--- src/stl_pkg.sv ---
// Shared types, token codes and helper functions of the source text lexer.
`default_nettype none
package stl_pkg;

  localparam int KwMaxChars = 6;
  localparam int MaxTokens  = 3;

  localparam logic [5:0] K_END     = 6'd0;
  localparam logic [5:0] K_IDENT   = 6'd1;
  localparam logic [5:0] K_INT     = 6'd2;
  localparam logic [5:0] K_DECIMAL = 6'd3;
  localparam logic [5:0] K_STRING  = 6'd4;
  localparam logic [5:0] K_BOOL    = 6'd5;
  localparam logic [5:0] K_PLUS    = 6'd18;
  localparam logic [5:0] K_MINUS   = 6'd19;
  localparam logic [5:0] K_ARROW   = 6'd20;
  localparam logic [5:0] K_STAR    = 6'd21;
  localparam logic [5:0] K_SLASH   = 6'd22;
  localparam logic [5:0] K_ASSIGN  = 6'd23;
  localparam logic [5:0] K_EQ      = 6'd24;
  localparam logic [5:0] K_BANG    = 6'd25;
  localparam logic [5:0] K_NE      = 6'd26;
  localparam logic [5:0] K_GT      = 6'd27;
  localparam logic [5:0] K_GE      = 6'd28;
  localparam logic [5:0] K_LT      = 6'd29;
  localparam logic [5:0] K_LE      = 6'd30;
  localparam logic [5:0] K_LARROW  = 6'd31;
  localparam logic [5:0] K_SEMI    = 6'd32;
  localparam logic [5:0] K_LPAREN  = 6'd33;
  localparam logic [5:0] K_RPAREN  = 6'd34;
  localparam logic [5:0] K_LBRACE  = 6'd35;
  localparam logic [5:0] K_RBRACE  = 6'd36;
  localparam logic [5:0] K_UNKNOWN = 6'd37;

  // Word table: text held with its first byte in the low byte.
  localparam logic [13:0][47:0] WordText = '{
    48'("eslaf"), 48'("eurt"), 48'("loob"), 48'("gnirts"),
    48'("elbuod"), 48'("tni"), 48'("dom"), 48'("taeper"),
    48'("esle"), 48'("file"), 48'("fi"), 48'("ni"),
    48'("tuo"), 48'("tel")
  };
  localparam logic [13:0][2:0] WordLen = '{
    3'd5, 3'd4, 3'd4, 3'd6, 3'd6, 3'd3, 3'd3, 3'd6, 3'd4, 3'd4, 3'd2, 3'd2, 3'd3, 3'd3
  };
  localparam logic [13:0][5:0] WordKind = '{
    6'd5, 6'd5, 6'd17, 6'd16, 6'd15, 6'd14, 6'd13, 6'd12, 6'd11, 6'd10, 6'd9, 6'd8,
    6'd7, 6'd6
  };

  typedef struct packed {
    logic [7:0] char_byte;
    logic       end_of_source;
  } src_item_t;

  typedef struct packed {
    logic [5:0]  token_kind;
    logic [23:0] start_offset;
    logic [15:0] text_length;
    logic [15:0] start_line;
    logic [15:0] start_column;
  } tok_t;

  typedef struct packed {
    logic [5:0]  token_kind;
    logic [23:0] start_offset;
    logic [15:0] text_length;
    logic [15:0] start_line;
    logic [15:0] start_column;
    logic        last_of_run;
  } tok_item_t;

  typedef struct packed {
    tok_t [MaxTokens-1:0] slot;
    logic [1:0]           count;
  } tok_bundle_t;

  function automatic logic [15:0] sat16_add(input logic [15:0] a, input logic [15:0] b);
    logic [16:0] s;
    s = {1'b0, a} + {1'b0, b};
    return s[16] ? 16'hFFFF : s[15:0];
  endfunction

  function automatic logic [23:0] sat24_add(input logic [23:0] a, input logic [15:0] b);
    logic [24:0] s;
    s = {1'b0, a} + {9'd0, b};
    return s[24] ? 24'hFFFFFF : s[23:0];
  endfunction

  function automatic tok_t make_tok(input logic [5:0] kind, input logic [23:0] off,
                                    input logic [15:0] len, input logic [15:0] line,
                                    input logic [15:0] col);
    tok_t t;
    t.token_kind   = kind;
    t.start_offset = off;
    t.text_length  = len;
    t.start_line   = line;
    t.start_column = col;
    return t;
  endfunction

  // Keyword, bool or plain identifier, from the first bytes and the length.
  function automatic logic [5:0] word_kind(input logic [47:0] win, input logic [15:0] len);
    logic [5:0]  k;
    logic [47:0] mask;
    k = K_IDENT;
    for (int i = 13; i >= 0; i--) begin
      mask = 48'hFFFF_FFFF_FFFF >> (6'd48 - {WordLen[i], 3'd0});
      if (len == {13'd0, WordLen[i]} && (win & mask) == WordText[i]) begin
        k = WordKind[i];
      end
    end
    return k;
  endfunction

endpackage
`default_nettype wire

--- src/stl_core.sv ---
// Lexer state and the per-byte decision logic that forms each item's token bundle.
`default_nettype none
module stl_core (
  input  wire logic                clk,
  input  wire logic                rst,
  input  wire logic                accept,
  input  wire stl_pkg::src_item_t  item,
  output stl_pkg::tok_bundle_t     bundle
);
  import stl_pkg::*;

  typedef enum logic [3:0] {
    M_IDLE, M_IDENT, M_NUMBER, M_NUM_DOT, M_DECIMAL, M_STRING, M_COMMENT,
    M_SLASH, M_MINUS, M_EQUAL, M_BANG, M_GREATER, M_LESS
  } mode_t;

  mode_t            mode, mode_next;
  logic [15:0]      line, line_next, col, col_next, len, len_next;
  logic [23:0]      off, off_next, st_off, st_off_next;
  logic [15:0]      st_line, st_line_next, st_col, st_col_next;
  logic [5:0][7:0]  win, win_next;

  logic [7:0] c;
  logic       is_digit, is_alpha, is_space, absorbed;
  tok_t       fl0, fl1, e;
  logic [1:0] fn, flush_n;
  logic       en;
  logic [5:0] flush_kind, one_kind;
  logic [15:0] flush_len;

  always_comb begin
    c        = item.char_byte;
    is_digit = (c >= "0") && (c <= "9");
    is_alpha = ((c >= "a") && (c <= "z")) || ((c >= "A") && (c <= "Z"));
    is_space = (c == " ") || ((c >= 8'd9) && (c <= 8'd13));

    flush_len = 16'd1;
    flush_n   = 2'd1;
    unique case (mode)
      M_IDENT:   begin flush_kind = word_kind(win, len); flush_len = len; end
      M_NUMBER:  begin flush_kind = K_INT; flush_len = len; end
      M_NUM_DOT: begin flush_kind = K_INT; flush_len = len; flush_n = 2'd2; end
      M_DECIMAL: begin flush_kind = K_DECIMAL; flush_len = len; end
      M_STRING:  begin flush_kind = K_STRING; flush_len = len; end
      M_SLASH:   flush_kind = K_SLASH;
      M_MINUS:   flush_kind = K_MINUS;
      M_EQUAL:   flush_kind = K_ASSIGN;
      M_BANG:    flush_kind = K_BANG;
      M_GREATER: flush_kind = K_GT;
      M_LESS:    flush_kind = K_LT;
      default:   begin flush_kind = K_END; flush_n = 2'd0; end
    endcase
    fl0 = make_tok(flush_kind, st_off, flush_len, st_line, st_col);
    fl1 = make_tok(K_UNKNOWN, sat24_add(st_off, len), 16'd1, st_line, sat16_add(st_col, len));

    unique case (c)
      "+":     one_kind = K_PLUS;
      "*":     one_kind = K_STAR;
      ";":     one_kind = K_SEMI;
      "(":     one_kind = K_LPAREN;
      ")":     one_kind = K_RPAREN;
      "{":     one_kind = K_LBRACE;
      "}":     one_kind = K_RBRACE;
      default: one_kind = K_UNKNOWN;
    endcase

    mode_next = mode; line_next = line; col_next = col; off_next = off;
    st_off_next = st_off; st_line_next = st_line; st_col_next = st_col;
    len_next = len; win_next = win;
    fn = 2'd0; en = 1'b0; e = '0; absorbed = 1'b0;

    if (item.end_of_source) begin
      fn = flush_n;
      en = 1'b1;
      e  = make_tok(K_END, off, 16'd0, line, col);
      mode_next = M_IDLE; line_next = 16'd1; col_next = 16'd1; off_next = '0;
      st_off_next = '0; st_line_next = '0; st_col_next = '0;
      len_next = '0; win_next = '0;
    end else begin
      unique case (mode)
        M_IDENT: if (is_alpha || is_digit || c == "_") begin
          absorbed = 1'b1;
          if (len < 16'(KwMaxChars)) win_next[len[2:0]] = c;
          len_next = sat16_add(len, 16'd1);
        end
        M_NUMBER: if (is_digit) begin
          absorbed = 1'b1; len_next = sat16_add(len, 16'd1);
        end else if (c == ".") begin
          absorbed = 1'b1; mode_next = M_NUM_DOT;
        end
        M_NUM_DOT: if (is_digit) begin
          absorbed = 1'b1; len_next = sat16_add(len, 16'd2); mode_next = M_DECIMAL;
        end
        M_DECIMAL: if (is_digit) begin
          absorbed = 1'b1; len_next = sat16_add(len, 16'd1);
        end
        M_STRING: begin
          absorbed = 1'b1;
          if (c == "\"") begin
            en = 1'b1; e = fl0; mode_next = M_IDLE;
          end else begin
            len_next = sat16_add(len, 16'd1);
          end
        end
        M_COMMENT: begin
          absorbed = 1'b1;
          if (c == 8'h0A) mode_next = M_IDLE;
        end
        M_SLASH: if (c == "/") begin
          absorbed = 1'b1; mode_next = M_COMMENT;
        end
        M_MINUS: if (c == ">") begin
          absorbed = 1'b1; en = 1'b1; mode_next = M_IDLE;
          e = make_tok(K_ARROW, st_off, 16'd2, st_line, st_col);
        end
        M_EQUAL: if (c == "=") begin
          absorbed = 1'b1; en = 1'b1; mode_next = M_IDLE;
          e = make_tok(K_EQ, st_off, 16'd2, st_line, st_col);
        end
        M_BANG: if (c == "=") begin
          absorbed = 1'b1; en = 1'b1; mode_next = M_IDLE;
          e = make_tok(K_NE, st_off, 16'd2, st_line, st_col);
        end
        M_GREATER: if (c == "=") begin
          absorbed = 1'b1; en = 1'b1; mode_next = M_IDLE;
          e = make_tok(K_GE, st_off, 16'd2, st_line, st_col);
        end
        M_LESS: if (c == "=" || c == "-") begin
          absorbed = 1'b1; en = 1'b1; mode_next = M_IDLE;
          e = make_tok((c == "=") ? K_LE : K_LARROW, st_off, 16'd2, st_line, st_col);
        end
        default: absorbed = 1'b0;
      endcase

      if (!absorbed) begin
        fn = flush_n;
        mode_next = M_IDLE;
        if (!is_space) begin
          st_off_next = off; st_line_next = line; st_col_next = col;
          len_next = 16'd1;
          if (is_digit) begin
            mode_next = M_NUMBER;
          end else if (is_alpha || c == "_") begin
            win_next[0] = c;
            mode_next = M_IDENT;
          end else begin
            unique case (c)
              "\"": begin
                st_off_next = sat24_add(off, 16'd1);
                len_next = 16'd0;
                mode_next = M_STRING;
              end
              "/": mode_next = M_SLASH;
              "-": mode_next = M_MINUS;
              "=": mode_next = M_EQUAL;
              "!": mode_next = M_BANG;
              ">": mode_next = M_GREATER;
              "<": mode_next = M_LESS;
              default: begin
                en = 1'b1;
                e  = make_tok(one_kind, off, 16'd1, line, col);
              end
            endcase
          end
        end
      end

      if (c == 8'h0A) begin
        line_next = sat16_add(line, 16'd1);
        col_next  = 16'd1;
      end else begin
        col_next  = sat16_add(col, 16'd1);
      end
      off_next = sat24_add(off, 16'd1);
    end

    // Pack flushed tokens first, then the token this byte closes or makes.
    bundle.slot[0] = (fn != 2'd0) ? fl0 : e;
    bundle.slot[1] = (fn == 2'd2) ? fl1 : e;
    bundle.slot[2] = e;
    bundle.count   = fn + {1'b0, en};
  end

  always_ff @(posedge clk) begin
    if (rst) begin
      mode <= M_IDLE; line <= 16'd1; col <= 16'd1; off <= '0;
      st_off <= '0; st_line <= '0; st_col <= '0; len <= '0; win <= '0;
    end else if (accept) begin
      mode <= mode_next; line <= line_next; col <= col_next; off <= off_next;
      st_off <= st_off_next; st_line <= st_line_next; st_col <= st_col_next;
      len <= len_next; win <= win_next;
    end
  end

endmodule
`default_nettype wire

--- src/source_text_lexer_unit.sv ---
// Top level of the source text lexer: byte input, token bundle register, token output.
`default_nettype none
// Streaming lexer: one source byte (or an end-of-source mark) per input item,
// tokens out as soon as they are decided. A byte is taken every cycle as long
// as the tokens of the previous byte are gone or leave in that same cycle;
// one byte gives zero to three tokens, and the token port sends one per cycle
// while tok_stall is low; the token bundle register holds a byte's tokens
// until the last has left. Each token carries kind, start offset, length,
// start line and start column, and last_of_run marks the final token of one
// input item. End of source flushes the pending token, sends the end token
// and returns all counters to their start values.
module source_text_lexer_unit (
  input  wire logic                clk,
  input  wire logic                rst,
  input  wire logic                src_valid,
  output logic                     src_stall,
  input  wire stl_pkg::src_item_t  src_item,
  output logic                     tok_valid,
  input  wire logic                tok_stall,
  output stl_pkg::tok_item_t       tok_item
);
  import stl_pkg::*;

  tok_bundle_t core_bundle;
  tok_t [MaxTokens-1:0] slot;
  logic [1:0] count, idx;
  logic       busy;
  logic       src_take, tok_take, tok_last;

  assign tok_last  = (idx == count - 2'd1);
  assign tok_take  = busy && !tok_stall;
  // Hold the byte while tokens remain, unless the last one leaves now.
  assign src_stall = busy && !(tok_take && tok_last);
  assign src_take  = src_valid && !src_stall;

  stl_core u_core (
    .clk    (clk),
    .rst    (rst),
    .accept (src_take),
    .item   (src_item),
    .bundle (core_bundle)
  );

  always_ff @(posedge clk) begin
    if (rst) begin
      busy <= 1'b0;
      idx  <= '0;
    end else if (src_take && core_bundle.count != 2'd0) begin
      // Load the new bundle; bytes with no tokens leave the output alone.
      busy  <= 1'b1;
      idx   <= '0;
      slot  <= core_bundle.slot;
      count <= core_bundle.count;
    end else if (tok_take) begin
      if (tok_last) busy <= 1'b0;
      idx <= idx + 2'd1;
    end
  end

  always_comb begin
    tok_valid             = busy;
    tok_item.token_kind   = slot[idx].token_kind;
    tok_item.start_offset = slot[idx].start_offset;
    tok_item.text_length  = slot[idx].text_length;
    tok_item.start_line   = slot[idx].start_line;
    tok_item.start_column = slot[idx].start_column;
    tok_item.last_of_run  = tok_last;
  end

  a_idx_in_range: assert property (@(posedge clk) disable iff (rst)
    busy |-> (idx < count))
    else $error("token index past bundle count");

  a_load_shows: assert property (@(posedge clk) disable iff (rst)
    (src_take && core_bundle.count != 2'd0) |=> (tok_valid && idx == 2'd0))
    else $error("loaded bundle not presented");

  a_stall_busy: assert property (@(posedge clk) disable iff (rst)
    src_stall |-> (busy && !(tok_take && tok_last)))
    else $error("input stalled with no tokens pending");

  a_last_drains: assert property (@(posedge clk) disable iff (rst)
    (tok_take && tok_last && !src_take) |=> !tok_valid)
    else $error("output still valid after last token");

endmodule
`default_nettype wire
--- config.mk ---
export PLATFORM = sky130hd
export DESIGN_NAME = source_text_lexer_unit
export DESIGN_NICKNAME = d
export VERILOG_FILES = /design/src/stl_pkg.sv /design/src/stl_core.sv /design/src/source_text_lexer_unit.sv
export SDC_FILE = /design/constraint.sdc
export NUM_CORES = 1
export LEC_CHECK = 0
export BUFFER_PORTS_ARGS = -buffer_cell sky130_fd_sc_hd__clkbuf_2
export CAP_MARGIN = 30
export CORE_MARGIN = 2
export CORE_UTILIZATION = 68
export CTS_CLUSTER_SIZE = 10
export DETAILED_ROUTE_END_ITERATION = 6
export GPL_ROUTABILITY_DRIVEN = 0
export PLACE_DENSITY = 0.87
export SETUP_SLACK_MARGIN = 0.2
export SYNTH_ARGS = -nofsm -noshare
export SYNTH_HDL_FRONTEND = slang
export SYNTH_SLANG_ARGS = --single-unit
--- constraint.sdc ---
create_clock -name clk -period 16.3 [get_ports clk]
set_clock_uncertainty 0.05 [all_clocks]
set_input_delay 1.63 -clock clk [delete_from_list [all_inputs] [get_ports clk]]
set_output_delay 1.63 -clock clk [all_outputs]
set_load 0.01 [all_outputs]
==> results.py <==
metrics = {
    "yosys": {
        "synth_nets": 2559,
        "syn_area_um2": 23600,
        "synth_cell_types": 95,
        "synth_seq_cells": 419,
        "synth_compound_gate_area_share_pct": 22.2,
        "yosys.area.top_type_share_pct": 30.0,
        "yosysSeqAreaShare_pct": 45.6,
        "yosysWarnings": 0,
        "synth_xor_area_share_pct": 1.71,
        "synth_top_family_by_area": "compound AO/OA/AOI/OAI gates",
        "synth_area_leaders": "edfxtp_1 (30%), dfxtp_1 (16%), o21ai_0 (4.9%), a22o_1 (4.5%), nand2_1 (4.2%)",
        "synth-edff-count": 236,
        "netlist_instances": 2500,
        "synth_most_common_cell": "nand2_1",
        "synth_async_sr_flop_share_pct": 0,
        "synth.area.mux_share_pct": 5.78,
        "synth_largest_area_cell": "edfxtp_1",
        "synthAdderAreaFrac_pct": 2.50,
        "synth_flop_cell": "edfxtp_1",
        "synthTopCellsByCount": "nand2_1 (263), edfxtp_1 (236), o21ai_0 (229)",
        "synth.avg_cell_area_um2": 9.44,
        "synthSimpleGateAreaFrac_pct": 18.1,
    },
    "drt": {
        "post_drt_via_cell_ratio": 7.14,
        "firstDrtPassIters": 7,
        "via_count": 21200,
        "wl_per_cell_um": 22.9,
        "dr.first_iter.drc_count": 3169,
        "wirelength_mm": 68.2,
        "drc_errors": 55,
        "final_antenna_net_count": 0,
    },
    "grt": {
        "grt_pass1_wl_mm": 107,
        "antenna_found_initial": 0,
        "grt_usage_pct": 37.1,
        "grt_pass1_vias": 20000,
        "grt_max_degree": 81,
        "grt.overflow.total": 0,
    },
    "timing": {
        "setup_viol": 0,
        "worstMarginPinSlew_ns": 1.05,
        "fin_ws_ns": 8.38,
        "fin_crit_ns": 7.92,
        "max_slew_margin_pct": 28.1,
        "hold_viol": 0,
        "slew_viol_final": 0,
        "tns_ns": 0,
        "fin_crit_sh_pct": 48.6,
        "grt_setup_unrepaired": "no",
        "max_freq_mhz": 126,
    },
    "critical_path": {
        "cp_common_cell": "buf_4",
        "path_cells": "clkbuf_2 -> nor4b_2 -> a31oi_1 -> or3_1 -> nand4_2 -> o21a_1 -> nand2_1 -> ha_1 -> xnor2_1 -> or2_1 -> and3_4 -> buf_4 -> buf_4 -> buf_16",
        "cp.arrival_ns": 8.11,
        "slowest_stage": "nor4b_2",
        "worstPathMaxFanout": 72,
        "max_stage_delay_ns": 0.92,
        "r2r_slack_ns": 9.33,
        "cp.required_ns": 16.49,
        "cp-start-kind": "input port",
        "crit_path_end_kind": "flop",
        "critPathKind": "input port to flop",
    },
    "power_and_ir_drop": {
        "powerDensity_nw_per_um2": 90.7,
        "p_leak_nw": 8.84,
        "irDropWorstVdd_v": 0.0000786,
    },
    "die": {
        "die_x_um": 190,
        "core_um2": 34400,
        "start_util_pct": 68.6,
        "num_io_pins": 94,
        "die_y_um": 190,
        "fp.dieArea_um2": 36200,
        "row_count": 68,
    },
    "clock_tree": {
        "cts.htree.levels": 2,
        "clockBufferDepth": 3,
        "cts_resized": 0,
        "clk_pin_slew_ns": 0.06,
        "root_buffer": "clkbuf_16",
        "worstSkewPairLatency_ns": 0.58,
        "cts_buffers": 48,
        "cts_setup_buffers": 0,
        "cts.sinks": 419,
        "tritoncts": "yes",
        "ctsHoldBuffers": 0,
    },
    "outcome": {
        "violations": "DRC",
        "status": "complete, but fails checks",
    },
    "cells_and_area": {
        "fin_util_pct": 74.2,
        "fillers": 2418,
        "layout-drive-gt1-share_pct": 10.6,
        "multi_input_area_um2": 11900,
        "syn_to_final_growth_pct": 8.15,
        "nets": 2546,
        "n_antenna_cell": 0,
        "final-seq-area_um2": 10800,
    },
    "place": {
        "hpwl_mm": 44.0,
        "portBuffers": 93,
        "pre_cts_ws_ns": 8.01,
    },
    "worst_hold_path": {
        "hold_path_class": "flop to flop",
    },
    "job": {
        "cap_violations": 0,
    },
}
## where the power goes
group	internal, mW	total [mW]	switching (mW)
Combinational	0.0486	0.174	0.126
Sequential	1.15	1.16	0.0143
Clock	0.555	0.976	0.421
Total	1.75	2.31	0.562
## flip-flops by register name (all words and copies together) (netlist names), 4 cells and up
signal          count
slot              234
u_core.col         16
u_core.len         16
u_core.line        16
u_core.mode         4
u_core.off         24
u_core.st_col      16
u_core.st_line     16
u_core.st_off      24
u_core.win         48
## critical path: cells and delay by family
| kind | cells | cell delay (ns) |
|---|---|---|
| buffers and inverters | 4 | 1.96 |
| adders and majority gates | 1 | 0.23 |
| and+or+nand+nor | 6 | 2.86 |
| AOI/OAI and AO/OA | 2 | 1.08 |
| xor gates and xnor gates | 1 | 0.24 |
## worst paths after layout
check | from | to | cells after the start
setup / recovery | src_item[5] | slot[56] | 14
hold / removal | u_core.win[43] | u_core.win[43] | 1
setup reg to reg | u_core.mode[2] | slot[56] | 13
hold reg to reg | u_core.win[43] | u_core.win[43] | 1
## area by class of cell
class                      instances  area share, %
timing repair buffer             126           2.89
multi-input combinational       1853           46.7
tap                              455           2.23
clock inverter                     5          0.226
sequential                       419           42.2
clock buffer                      80           5.22
inverter                          39          0.574
## layer usage
| layer | wire length [µm] | track usage [%] | vias to the layer above |
|---|---|---|---|
| met5 | 0 | 0 | - |
| met4 | 3850 | 21.2 | 0 |
| met3 | 8340 | 7.82 | 332 |
| met2 | 30700 | 57.9 | 1565 |
| met1 | 25300 | 48.3 | 9958 |
| li1 | - | - | 9392 |
## logic make-up (layout without fill, tap and decap cells)
kind of cell	after synthesis	after routing
compound gates	790	790
xor+xnor	46	46
fa+ha+maj	46	46
buf+inv	228	250
flops	419	419
mux	131	131
simple gates	840	840
## stage by stage
step | cell area [µm²] | cells | hold slack, ns | power [mW]
after CTS | 25500 | 2976 | 0.416 | 2.31
after global routing | 25500 | 2977 | 0.426 | 2.37
final | 25500 | 2977 | 0.412 | 2.31
after floorplan | 23600 | 2500 | 0.372 | 1.30
after global placement | 24100 | 2888 | 0.384 | 1.34
after detailed placement | 24100 | 2891 | 0.396 | 1.35
## cells in the final DEF, fill, tap and decap left out, drive strengths merged, types with 40 or more instances in the layout
master	Yosys	layout
nand2	263	263
mux2	42	42
nor2	142	142
a22o	121	121
inv	38	40
and2	46	46
o21ai	237	237
clkbuf	121	172
dfxtp	183	183
nor3	79	79
ha	44	44
mux2i	89	89
a21oi	193	193
nand3	87	87
edfxtp	236	236
Note: power is estimated with default switching activity, not from simulation.
